==> src/rtl/blm_pkg.sv <==
`timescale 1ns / 1ps

package blm_pkg;

  localparam int LEVELS_DEF   = 7;

  localparam int SAMPLE_W     = 12;
  localparam int SCALE_W      = 10;
  localparam int VOLT_W       = 10;
  localparam int STEP_W       = 8;
  localparam int HYST_W       = 6;

  // raw sample * scale, then drop the converter's 12 fraction bits
  localparam int SCALE_SHIFT  = 12;
  localparam int PROD_W       = SAMPLE_W + SCALE_W;
  // 1/8 exponential filter: (new + 7 * old) >> 3
  localparam int FILT_SHIFT   = 3;
  localparam int FILT_KEEP    = (1 << FILT_SHIFT) - 1;
  localparam int FILT_W       = VOLT_W + FILT_SHIFT;

  localparam int PADDR_W      = 4;
  localparam int PDATA_W      = 32;

  localparam logic [SCALE_W-1:0] SCALE_RST = SCALE_W'(600);
  localparam logic [VOLT_W-1:0]  FIRST_RST = VOLT_W'(350);
  localparam logic [STEP_W-1:0]  STEP_RST  = STEP_W'(10);
  localparam logic [HYST_W-1:0]  HYST_RST  = HYST_W'(5);

  typedef enum logic [1:0] {
    REG_ADC_SCALE      = 2'd0,
    REG_FIRST_BOUNDARY = 2'd1,
    REG_BOUNDARY_STEP  = 2'd2,
    REG_HYSTERESIS     = 2'd3
  } reg_idx_t;

  typedef struct packed {
    logic [SCALE_W-1:0] adc_scale;
    logic [VOLT_W-1:0]  first_boundary;
    logic [STEP_W-1:0]  boundary_step;
    logic [HYST_W-1:0]  hysteresis;
  } blm_cfg_t;

endpackage

==> src/rtl/blm_regs.sv <==
`timescale 1ns / 1ps

module blm_regs (
  input  logic                          clk,
  input  logic                          rst,
  input  logic                          psel,
  input  logic                          penable,
  input  logic                          pwrite,
  input  logic [blm_pkg::PADDR_W-1:0]   paddr,
  input  logic [blm_pkg::PDATA_W-1:0]   pwdata,
  output logic [blm_pkg::PDATA_W-1:0]   prdata,
  output logic                          pready,
  output blm_pkg::blm_cfg_t             cfg
);
  import blm_pkg::*;

  reg_idx_t idx;
  logic     wr_en;

  assign idx    = reg_idx_t'(paddr[3:2]);
  assign wr_en  = psel && penable && pwrite;
  assign pready = 1'b1;

  always_ff @(posedge clk) begin
    if (rst) begin
      cfg.adc_scale      <= SCALE_RST;
      cfg.first_boundary <= FIRST_RST;
      cfg.boundary_step  <= STEP_RST;
      cfg.hysteresis     <= HYST_RST;
    end else if (wr_en) begin
      case (idx)
        REG_ADC_SCALE:      cfg.adc_scale      <= pwdata[SCALE_W-1:0];
        REG_FIRST_BOUNDARY: cfg.first_boundary <= pwdata[VOLT_W-1:0];
        REG_BOUNDARY_STEP:  cfg.boundary_step  <= pwdata[STEP_W-1:0];
        REG_HYSTERESIS:     cfg.hysteresis     <= pwdata[HYST_W-1:0];
        default: ;
      endcase
    end
  end

  always_comb begin
    case (idx)
      REG_ADC_SCALE:      prdata = PDATA_W'(cfg.adc_scale);
      REG_FIRST_BOUNDARY: prdata = PDATA_W'(cfg.first_boundary);
      REG_BOUNDARY_STEP:  prdata = PDATA_W'(cfg.boundary_step);
      REG_HYSTERESIS:     prdata = PDATA_W'(cfg.hysteresis);
      default:            prdata = '0;
    endcase
  end

endmodule

==> src/rtl/blm_level.sv <==
`timescale 1ns / 1ps

module blm_level #(
  parameter int LEVELS = blm_pkg::LEVELS_DEF,
  parameter int LVL_W  = $clog2(LEVELS)
) (
  input  blm_pkg::blm_cfg_t                  cfg,
  input  logic [blm_pkg::SAMPLE_W-1:0]       adc_sample,
  input  logic [blm_pkg::VOLT_W-1:0]         volt_old,
  input  logic [LVL_W-1:0]                   lvl_old,
  output logic [blm_pkg::VOLT_W-1:0]         volt_new,
  output logic [LVL_W-1:0]                   lvl_new
);
  import blm_pkg::*;

  localparam int BND_W = LVL_W + STEP_W + VOLT_W + 2;
  localparam logic [LVL_W-1:0] LVL_MAX = LVL_W'(LEVELS - 1);
  localparam logic [LVL_W-1:0] LVL_ONE = LVL_W'(1);

  logic [PROD_W-1:0] prod;
  logic [VOLT_W-1:0] scaled;
  logic [FILT_W-1:0] filt_sum;
  logic [BND_W-1:0]  upper;
  logic [BND_W-1:0]  lower;
  logic [BND_W-1:0]  volt_x;
  logic [BND_W-1:0]  hyst_x;
  logic              go_down;
  logic              go_up;

  assign prod     = PROD_W'(adc_sample) * PROD_W'(cfg.adc_scale);
  assign scaled   = prod[PROD_W-1:SCALE_SHIFT];
  assign filt_sum = FILT_W'(scaled) + FILT_W'(volt_old) * FILT_W'(FILT_KEEP);
  assign volt_new = filt_sum[FILT_W-1:FILT_SHIFT];

  // boundary above the current level, and the one below it
  assign upper  = BND_W'(cfg.first_boundary)
                + BND_W'(lvl_old) * BND_W'(cfg.boundary_step);
  assign lower  = upper - BND_W'(cfg.boundary_step);
  assign volt_x = BND_W'(volt_new);
  assign hyst_x = BND_W'(cfg.hysteresis);

  assign go_down = (lvl_old != '0) && (volt_x + hyst_x < lower);
  assign go_up   = (lvl_old < LVL_MAX) && (volt_x > upper + hyst_x);

  always_comb begin
    if (go_down)    lvl_new = lvl_old - LVL_ONE;
    else if (go_up) lvl_new = lvl_old + LVL_ONE;
    else            lvl_new = lvl_old;
  end

endmodule

==> src/rtl/battery_level_monitor_top.sv <==
`timescale 1ns / 1ps

// Battery level monitor. Each input beat carries a raw 12-bit converter
// sample and the two active-low charger pins; each produces exactly one
// output beat with the filtered voltage (10 mV units), the charge level
// (0 to LEVELS-1, one step per sample at most, with hysteresis around
// first_boundary + k * boundary_step) and the charging and full flags.
// Throughput is one beat per clock while out_stall is low; there is an input
// register and a result register, and the filter and level update are
// combinational between them. The input side keeps taking beats while
// a result waits on out_stall until both registers are full. Settings on
// the APB port (adc_scale at 0x0, first_boundary 0x4, boundary_step 0x8,
// hysteresis 0xC) should only be changed while no beat is in flight.
module battery_level_monitor_top #(
  parameter int LEVELS = blm_pkg::LEVELS_DEF,
  parameter int LVL_W  = $clog2(LEVELS)
) (
  input  logic                          clk,
  input  logic                          rst,
  input  logic                          psel,
  input  logic                          penable,
  input  logic                          pwrite,
  input  logic [blm_pkg::PADDR_W-1:0]   paddr,
  input  logic [blm_pkg::PDATA_W-1:0]   pwdata,
  output logic [blm_pkg::PDATA_W-1:0]   prdata,
  output logic                          pready,
  input  logic                          in_valid,
  output logic                          in_stall,
  input  logic [blm_pkg::SAMPLE_W-1:0]  adc_sample,
  input  logic                          charge_pin,
  input  logic                          full_pin,
  output logic                          out_valid,
  input  logic                          out_stall,
  output logic [blm_pkg::VOLT_W-1:0]    voltage,
  output logic [LVL_W-1:0]              level,
  output logic                          charging,
  output logic                          full_res
);
  import blm_pkg::*;

  blm_cfg_t          cfg;

  logic                in_full;
  logic [SAMPLE_W-1:0] sample_q;
  logic                chg_q;
  logic                ful_q;

  logic [VOLT_W-1:0]   filtered_voltage;
  logic [LVL_W-1:0]    charge_level;
  logic [VOLT_W-1:0]   volt_next;
  logic [LVL_W-1:0]    lvl_next;

  logic                advance;
  logic                in_take;

  blm_regs u_regs (
    .clk     (clk),
    .rst     (rst),
    .psel    (psel),
    .penable (penable),
    .pwrite  (pwrite),
    .paddr   (paddr),
    .pwdata  (pwdata),
    .prdata  (prdata),
    .pready  (pready),
    .cfg     (cfg)
  );

  blm_level #(
    .LEVELS (LEVELS),
    .LVL_W  (LVL_W)
  ) u_level (
    .cfg        (cfg),
    .adc_sample (sample_q),
    .volt_old   (filtered_voltage),
    .lvl_old    (charge_level),
    .volt_new   (volt_next),
    .lvl_new    (lvl_next)
  );

  assign advance  = in_full && (!out_valid || !out_stall);
  assign in_stall = in_full && !advance;
  assign in_take  = in_valid && !in_stall;

  always_ff @(posedge clk) begin
    if (rst) begin
      in_full          <= 1'b0;
      out_valid        <= 1'b0;
      filtered_voltage <= '0;
      charge_level     <= '0;
    end else begin
      if (in_take)      in_full <= 1'b1;
      else if (advance) in_full <= 1'b0;

      if (advance)         out_valid <= 1'b1;
      else if (!out_stall) out_valid <= 1'b0;

      if (advance) begin
        filtered_voltage <= volt_next;
        charge_level     <= lvl_next;
      end
    end
  end

  // payload registers
  always_ff @(posedge clk) begin
    if (in_take) begin
      sample_q <= adc_sample;
      chg_q    <= charge_pin;
      ful_q    <= full_pin;
    end
    if (advance) begin
      voltage  <= volt_next;
      level    <= lvl_next;
      charging <= !chg_q;
      full_res <= !ful_q;
    end
  end

endmodule
==> config.mk <==
export PLATFORM = sky130hd
export DESIGN_NAME = battery_level_monitor_top
export DESIGN_NICKNAME = d
export VERILOG_FILES = /design/src/rtl/blm_pkg.sv /design/src/rtl/blm_regs.sv /design/src/rtl/blm_level.sv /design/src/rtl/battery_level_monitor_top.sv
export SDC_FILE = /design/constraint.sdc
export NUM_CORES = 1
export LEC_CHECK = 0
export BUFFER_PORTS_ARGS = -buffer_cell sky130_fd_sc_hd__buf_4
export CORE_MARGIN = 1
export CORE_UTILIZATION = 55
export CTS_CLUSTER_SIZE = 40
export DETAILED_ROUTE_END_ITERATION = 7
export HOLD_SLACK_MARGIN = 0.1
export PLACE_DENSITY = 0.75
export SLEW_MARGIN = 20
export SYNTH_ARGS = -nofsm -noshare
export SYNTH_HDL_FRONTEND = slang
export SYNTH_SLANG_ARGS = --single-unit
==> constraint.sdc <==
create_clock -name clk -period 16.5 [get_ports clk]
set_input_delay 2.475 -clock clk [delete_from_list [all_inputs] [get_ports clk]]
set_output_delay 2.475 -clock clk [all_outputs]
set_load 0.01 [all_outputs]
; ---- Word-level counts from Yosys, hierarchy flattened
; Cells that the tools add are included.
[word_totals]
ff_bits = 78
out_inout_bits = 50
wordCells = 60
[classes]
n_addsub = 7
multipliers = 3
n_lt_le_gt_ge = 3
eq_ne = 4
muxes = 7
reduce_logical = 21
[ops]
columns = op, count
row1 = case mux 32 bit (4 select lines), 1
row2 = adder 23 x 6 -> 23 bit, 1
row3 = > comparator 10 x 23 -> 1 bit, 1
row4 = less-than comparator 23 bit, 1
row5 = subtractor 23 x 8 -> 23 bit, 1
row6 = multiplier 12 x 10 -> 22 bit, 1
row7 = adder 10 x 13 -> 13 bit, 1
row8 = multiplier 10 x 3 -> 13 bit (second input constant), 1
row9 = adder 10 x 11 -> 12 bit, 1
row10 = adder 10 x 6 -> 11 bit, 1
row11 = multiplier 3 x 8 -> 11 bit, 1
row12 = AND reduction 2 bit, 4
row13 = logical AND 1 bit, 7
row14 = zero test 1 bit, 6
row15 = two-way mux 3 bit, 2
row16 = == test 2 bit (second input constant), 2
row17 = two-way mux 1 bit, 4
row18 = adder 3 x 1 -> 3 bit (second input constant), 1
row19 = less-than comparator 3 bit (second input constant), 1
row20 = nonzero test 3 bit, 1
row21 = subtractor 3 x 1 -> 3 bit (second input constant), 1
row22 = == test 2 x 1 -> 1 bit (second input constant), 1
row23 = zero test 2 bit, 1
row24 = != test 2 x 1 -> 1 bit (second input constant), 1
row25 = 2 further kinds, 2

; ---- Longest topological paths before layout
; Gate-level depths: netlist of run 1.
[depth]
depth_word = 8
ltp_mapped = 47

; ---- By module
; Synthesis of run 1 repeated with hierarchy kept, for this count alone.
[unflattened]
hier_cells = 1096
hier_area_um2 = 10400.0
[modules_own_cells]
columns = mod, n_inst, cells_each, area_each_um2, seq_area_each_um2
row1 = blm_level, 1, 816, 7019.2, 0.0
row2 = blm_regs, 1, 183, 1828.0, 680.7
row3 = battery_level_monitor_top, 1, 97, 1552.7, 1171.1

; ---- Worst setup path before layout of run 1
; No wires, ideal clock.
[synth_path]
path_type = register to register
start = reg u_regs.cfg[27] (netlist name)
end = reg charge_level[0]
setup_ns = 0.070
arrival_ns = 9.527
path_slack_ns = 6.903
path_stages_with_launch = 48
path_buffers = 2
period_less_slack_ns = 9.597
path_cell_list = dfxtp_1 > clkbuf_1 > nand2_1 > fa_1 > inv_1 > fa_1 > inv_1 > fa_1 > inv_1 > fa_1 > inv_1 > fa_1 > inv_1 > ha_1 > a211o_1 > nor3_1 > o31a_1 > o21ai_1 > [12 not listed] > nand3_1 > nand2_1 > a21o_1 > a21oi_1 > nand3b_1 > xnor2_1 > ha_1 > a21o_1 > a21o_1 > a21oi_1 > o21a_1 > a31oi_1 > o311ai_0 > o221a_1 > buf_6 > nor2_2 > or3_1 > a21oi_1
[synth_via]
elab_chain_cells = 6
[synth_lines]
columns = element, line_no
row1 = multiplier 12 x 10 -> 22 bit (*), blm_level.sv:30  ; assign prod = PROD_W'(adc_sample) * PROD_W'(cfg.adc_scale);
row2 = adder 10 x 13 -> 13 bit (*), blm_level.sv:32  ; assign filt_sum = FILT_W'(scaled) + FILT_W'(volt_old) * FILT_W'(FILT_KEEP);
row3 = net u_level.filt_sum[5], blm_level.sv:22  ; logic [FILT_W-1:0] filt_sum;
row4 = adder 10 x 6 -> 11 bit / > comparator 10 x 23 -> 1 bit (equally long branches), "blm_level.sv:42, blm_level.sv:43"
row5 = less-than comparator 23 bit / logical AND 1 bit (equally long branches), "blm_level.sv:42, blm_level.sv:43"
row6 = logical AND 1 bit / two-way mux 3 bit (equally long branches), "blm_level.sv:42, blm_level.sv:47"
row7 = two-way mux 3 bit (*), blm_level.sv:46  ; if (go_down) lvl_new = lvl_old - LVL_ONE;
row8 = "end signal, assigned", battery_level_monitor_top.sv:100  ; charge_level <= lvl_next;
row9 = "end, declared", battery_level_monitor_top.sv:49  ; logic [LVL_W-1:0] charge_level;
; Mark *: on every way through the listed nets, which the timed path passes. The rest lies on a longest branch.
; A chain may end at the register's enable or synchronous reset.

; ---- Final worst setup path of run 1
[layout_path]
start = reg u_regs.cfg[27] (netlist name)
end = reg charge_level[0]
[layout_via]
elab_chain_cells = 6
[layout_lines]
columns = element, line_no
row1 = multiplier 12 x 10 -> 22 bit (*), blm_level.sv:30
row2 = adder 10 x 13 -> 13 bit (*), blm_level.sv:32
row3 = net u_level.filt_sum[6], blm_level.sv:22
row4 = adder 10 x 6 -> 11 bit / > comparator 10 x 23 -> 1 bit (equally long branches), "blm_level.sv:42, blm_level.sv:43"
row5 = less-than comparator 23 bit / logical AND 1 bit (equally long branches), "blm_level.sv:42, blm_level.sv:43"
row6 = logical AND 1 bit / two-way mux 3 bit (equally long branches), "blm_level.sv:42, blm_level.sv:47"
row7 = two-way mux 3 bit (*), blm_level.sv:46
; Marked as above.

==> impl_metrics.csv, run 1 <==
group,metric,value,unit
sta,skew,10.2,ps
yosys,yosys-top-cells-count,"nand2_1 (153), inv_1 (139), ha_1 (128)",
worst_setup_path,required,16790,ps
pwr,p_leak,5.15,nW
worst_setup_path,crit_type,"register to register",
clocking,ctsResizeCount,0,
clocking,clock_path_buffers,2,
sta,grt_setup_unrepaired,"no",
clocking,holdBufCountCts,0,
die,core_area,0.0175,mm2
yosys,ys_top_cells_by_area,"fa_1 (22%), ha_1 (16%), dfxtp_1 (9.8%)",
global_route,grt_antenna_before_repair,0,
sta,setup-violations-final,0,
global_route,use_met1,35.0,%
die,initial_core_util,57.0,%
yosys,synthFlopType,"dfxtp_1",
flow_run,cap_violations,0,
worst_setup_path,start_kind,"register",
yosys,syn_area,0.00999,mm2
finish,final_util,61.4,%
route,drtIter0Drc,394,
global_route,top_usage_layer,"met2",
clocking,cts.htree.levels,3,
sta,worst-slew-pin-transition,1010,ps
finish,final_layout_size_suffix_gt1_share,9.70,%
yosys,synth_top_area_cell,"fa_1",
place,place_ws,5630,ps
place,detailed_place_hpwl,17800,um
place,gp_routability_congestion,0.883,
clocking,clk_pin_slew,70,ps
yosys,synth_cell_types,69,
clocking,cts_buffers,9,
yosys,synth_edf_count,29,
worst_setup_path,worst_setup_path_end_kind,"register",
sta,maxSlewViolCount,0,
global_route,grt_overflow,0,
route,first_pass_iters,7,
sta,fin_ws,5450,ps
clocking,root_buffer,"clkbuf_16",
sta,period_share,66.9,%
route,vias_per_cell,5.54,
route,vias,7476,
hold_path,hp-class,"register to register",
worst_setup_path,cp_max_fo,14,
finish,finalNetCount,1416,
yosys,synth.yosys.seq_area_share,18.5,%
worst_setup_path,crit_arrival,11340,ps
clocking,cts_sinks,78,
yosys,syn_avg_cell_area,9.18,um2
finish,antenna_cells,0,
global_route,grt_pass1_vias,7584,
global_route,grt_use_total,26.5,%
pwr,powerDensity,223,mW/mm2
die,io_pins,107,
pwr,vdd_drop_max,0.241,mV
global_route,use_met2,44.8,%
sta,hold_violations,0,
pwr,finalPower,0.00240,W
sta,layout_min_cycle_time,11050,ps
sta,max-slew-margin-rel,32.4,%
yosys,synth.most_common_cell,"nand2_1",
finish,syn2layout_area_growth,7.80,%
clocking,post_cts_buffers,0,
die,die_w,137,um
place,port-buffer-count,59,
yosys,yosysWarnings,0,
route,wl_per_cell,17.2,um
global_route,use_met3,4.67,%
yosys,synth_top_area_share,22.4,%
route,totalWireLength,23100,um
die,die-area,0.0187,mm2
yosys,ys_ff_latch,78,
route,ant_nets,0,
yosys,synthCells,1088,
worst_setup_path,crit_top_cell,"fa_1",
clocking,clk-insertion-delay-late,360,ps
global_route,grt_max_degree,36,
yosys,async_flop_share,0,%
die,die_y,137,um
die,num_rows,48,
finish,fill_cells,1501,
worst_setup_path,critical-path-max-stage-delay,770,ps
global_route,grt_pass1_wl,37800,um
clocking,cts_tree,"done",
route,drc,0,
run_status,outcome,"finished, final reports clean",
worst_setup_path,critPathSlowestCell,"dfxtp_1",
sta,setup_tns,0,ps
sta,fmax,90.5,MHz
## metrics by stage
stage / hold slack [ps] / std cells / cell area, um2
4_1_cts: 498 / 1349 / 10800
5_1_grt: 519 / 1349 / 10800
3_5_place_dp: 478 / 1333 / 10500
3_3_place_gp: 467 / 1333 / 10500
2_1_floorplan: 449 / 1109 / 10100
6_report: 494 / 1349 / 10800
## kinds of logic after synthesis
family,share of synthesized area (%)
simple gates,17.0
fa+ha+maj,38.5
buf+inv,8.50
compound gates,9.92
flops,18.5
xor+xnor,4.10
mux,3.41
other cells,0.0752
## routing by layer
| metal | wire length (um) | vias up |
|---|---|---|
| met5 | 0 | - |
| met4 | 346 | 0 |
| met3 | 1310 | 31 |
| met2 | 11300 | 214 |
| met1 | 10200 | 3658 |
| li1 | - | 3573 |
## registers in the layout, summed over array words and instances (netlist names)
name              flops
in_full               1
sample_q             12
chg_q                 1
ful_q                 1
charging              1
level                 3
out_valid             1
u_regs.cfg           34
charge_level          3
voltage              10
full_res              1
filtered_voltage     10
## critical path, delay by kind of cell (launching register included)
kind	cells	cell delay, ps
adder cells (fa/ha/maj)	10	4430
XOR/XNOR	3	640
flip-flops	1	770
AO/OA/AOI/OAI	16	3030
AND/OR/NAND/NOR	10	1590
multiplexers	1	260
buffers and inverters	5	270
## power breakdown
part	switching, W	internal [W]
sequential	0.0000362	0.000254
clock	0.0000952	0.000105
combinational	0.00106	0.000845
## final timing paths
check,depth (start not counted),start,slack [ps],to
worst max-delay path,45,u_regs.cfg[27]$_SDFFE_PP1P_,5450,charge_level[0]$_SDFFE_PP0P_
worst max register to register,45,u_regs.cfg[27]$_SDFFE_PP1P_,5450,charge_level[0]$_SDFFE_PP0P_
worst min register to register,2,u_regs.cfg[14]$_SDFFE_PP0P_,490,u_regs.cfg[14]$_SDFFE_PP0P_
worst min-delay path,2,u_regs.cfg[14]$_SDFFE_PP0P_,490,u_regs.cfg[14]$_SDFFE_PP0P_
## cell type report
type	instances	area [um2]	area share [%]
multi-input combinational	830	7370	68.4
clock inverter	7	63.8	0.592
timing repair buffer	61	458	4.25
sequential	78	1850	17.2
tap	225	282	2.61
inverter	139	522	4.84
clock buffer	9	225	2.09
## placed cells by master, fill, tap and decap left out, types with 3 or more instances in the layout
master,n
a211oi_1,5
a21o_1,13
a21oi_1,49
a21oi_2,3
and2_1,69
and3_1,5
buf_4,61
clkbuf_16,9
conb_1,23
dfxtp_1,49
edfxtp_1,29
fa_1,112
ha_1,128
inv_1,139
inv_6,3
mux2i_1,18
mux4_2,6
nand2_1,153
nand2b_1,8
nand3_1,20
nand3b_1,3
nand4_1,7
nor2_1,51
nor2b_1,9
nor3_1,14
o211ai_1,3
o21a_1,12
o21ai_0,16
o21ai_1,4
o21bai_1,3
o31a_1,4
o31ai_1,4
or2_2,3
or3_1,3
xnor2_1,27
xor2_1,16
Power figures use the tool's default switching activity.
==> run 2, diff against run 1 <==
--- a/config.mk
+++ b/config.mk
@@ -11,7 +11,7 @@
 export CTS_CLUSTER_SIZE = 40
 export DETAILED_ROUTE_END_ITERATION = 7
 export HOLD_SLACK_MARGIN = 0.1
-export PLACE_DENSITY = 0.75
+export PLACE_DENSITY = 0.78
 export SLEW_MARGIN = 20
 export SYNTH_ARGS = -nofsm -noshare
 export SYNTH_HDL_FRONTEND = slang
==> constraint.sdc (replaced) <==
create_clock -name clk -period 9.7 [get_ports clk]
set_input_delay 1.455 -clock clk [delete_from_list [all_inputs] [get_ports clk]]
set_output_delay 1.455 -clock clk [all_outputs]
set_load 0.01 [all_outputs]
==> run 2 against run 1 <==
Net effect: register-to-register slack worse by 5500 ps; the run now ends with setup timing left; core utilization grew 7.4 points; die area stayed put; critical endpoint is now level[1]$_DFFE_PP_; worst setup slack got worse by 5500 ps.
==> impl_metrics.csv, run 2 (same netlist as run 1, synthesis figures left out) <==
group,metric,value,unit
run_status,outcome,"complete, but fails checks",
run_status,violations,"setup timing",
global_route,grt_use_total,27.9,%
finish,syn2layout_area_growth,20.8,%
sta,layout_min_cycle_time,9710,ps
finish,layout_commonest_cell,"buf_4",
finish,regMostFlops,"u_regs.cfg",
finish,final_layout_size_suffix_gt1_share,22.8,%
place,placed_area,0.0112,mm2
finish,stdcell_area,0.0121,mm2
clocking,clk_pin_slew,70,ps
hold_path,hp-class,"register to register",
finish,top_regs,"u_regs.cfg: 34 flops, sample_q: 12 flops",
worst_setup_path,required,9890,ps
place,dpl.cell_count,1425,
worst_setup_path,cp_top_family,"adder cells",
die,initial_core_util,57.0,%
sta,maxSlewViolCount,0,
global_route,grt_antenna_before_repair,0,
finish,finalNetCount,1529,
place,port-buffer-count,59,
finish,largest_register_ffs,34,
finish,stdcell_count,1462,
finish,final_cell_mix,"buf_4 (168), nand2_1 (149), inv_1 (134)",
worst_setup_path,critical-path-max-stage-delay,580,ps
worst_setup_path,crit_buf_inv,6,
global_route,grt_max_degree,36,
die,die_w,137,um
die,io_pins,107,
worst_setup_path,crit_arrival,9900,ps
route,ant_nets,0,
sta,grt_setup_unrepaired,"yes",
route,vias,8140,
clocking,cts_buffers,9,
route,totalWireLength,25100,um
clocking,holdBufCountCts,0,
route,wl_per_cell,17.1,um
place,gp_routability_congestion,0.877,
sta,skew,8.29,ps
clocking,root_buffer,"clkbuf_16",
finish,antenna_cells,0,
route,drc,0,
die,die-area,0.0187,mm2
worst_setup_path,critPathSlowestCell,"fa_1",
route,first_pass_iters,5,
sta,fin_ws,-11.9,ps
worst_setup_path,start_kind,"register",
die,die_y,137,um
route,vias_per_cell,5.57,
clocking,cts.htree.levels,3,
worst_setup_path,worst_setup_path_end_kind,"register",
route,drtIter0Drc,454,
global_route,grt_overflow,0,
global_route,grt_pass1_wl,40100,um
place,detailed_place_hpwl,19300,um
sta,hold_violations,0,
die,core_area,0.0175,mm2
sta,worst-slew-pin-transition,1030,ps
clocking,cts_sinks,78,
clocking,clock_path_buffers,2,
clocking,cts_tree,"done",
die,num_rows,48,
sta,max-slew-margin-rel,30.8,%
sta,setup-violations-final,1,
worst_setup_path,crit_type,"register to register",
sta,period_share,100,%
sta,fmax,103,MHz
clocking,clk-insertion-delay-late,360,ps
worst_setup_path,crit_top_cell,"fa_1",
global_route,grt_pass1_vias,8335,
worst_setup_path,cp_max_fo,3,
flow_run,cap_violations,0,
==> run 2: cell type report <==
| type | count | area (um2) |
|---|---|---|
| Timing Repair Buffer | 174 | 1340 |
| Tap cell | 225 | 282 |
| Inverter | 139 | 522 |
| Fill cell | 1301 | 5470 |
| Clock inverter | 7 | 65.1 |
| Clock buffer | 9 | 225 |
| Sequential cell | 78 | 1850 |
| Multi-Input combinational cell | 830 | 7780 |
==> run 2: layer usage <==
metal	vias up	wire (um)	share of wire [%]	GRT usage, %
met5	-	0	0	0
met2	260	12600	50	48.4
met1	4015	10100	40	34.2
li1	3798	-	-	-
met3	67	1370	5.5	4.67
met4	0	930	3.7	12.1
==> run 2: repair_timing <==
action                                 4_1_cts  5_1_grt
endpoints found under the hold margin        0        0
setup buffers                               13        8
gates resized for setup                     32       47
pin swaps                                   35       61
setup endpoints to repair                    6        6
==> run 2: worst paths after layout <==
check / startpoint / endpoint / slack, ps / cells past startpoint
worst max-delay path: sample_q[7]$_DFFE_PP_ / level[1]$_DFFE_PP_ / -10 / 42
worst min register to register: u_regs.cfg[23]$_SDFFE_PP0P_ / u_regs.cfg[23]$_SDFFE_PP0P_ / 480 / 2
worst min-delay path: u_regs.cfg[23]$_SDFFE_PP0P_ / u_regs.cfg[23]$_SDFFE_PP0P_ / 480 / 2
worst max register to register: sample_q[7]$_DFFE_PP_ / level[1]$_DFFE_PP_ / -10 / 42
==> run 2: per-stage QoR <==
stage	worst slack (ps)	utilization, %	setup TNS [ps]	hold slack, ps
after floorplan	103	-	0	449
after global placement	-337	63.7	-1720	459
after detailed placement	-479	63.7	-2500	474
after CTS	31.0	66.8	0	484
after global routing	-439	68.8	-2300	503
final	-11.9	68.8	-11.9	484
==> run 2: worst min-delay path, delay by kind of cell, from the launching register on <==
kind / cells / cell delay (ps)
AO/OA/AOI/OAI: 1 / 50
AND/OR/NAND/NOR: 1 / 60
flip-flops: 1 / 330
Power of run 2 is not shown: default switching activity piles up to over one toggle a cycle in this logic, so the estimate is an artifact.
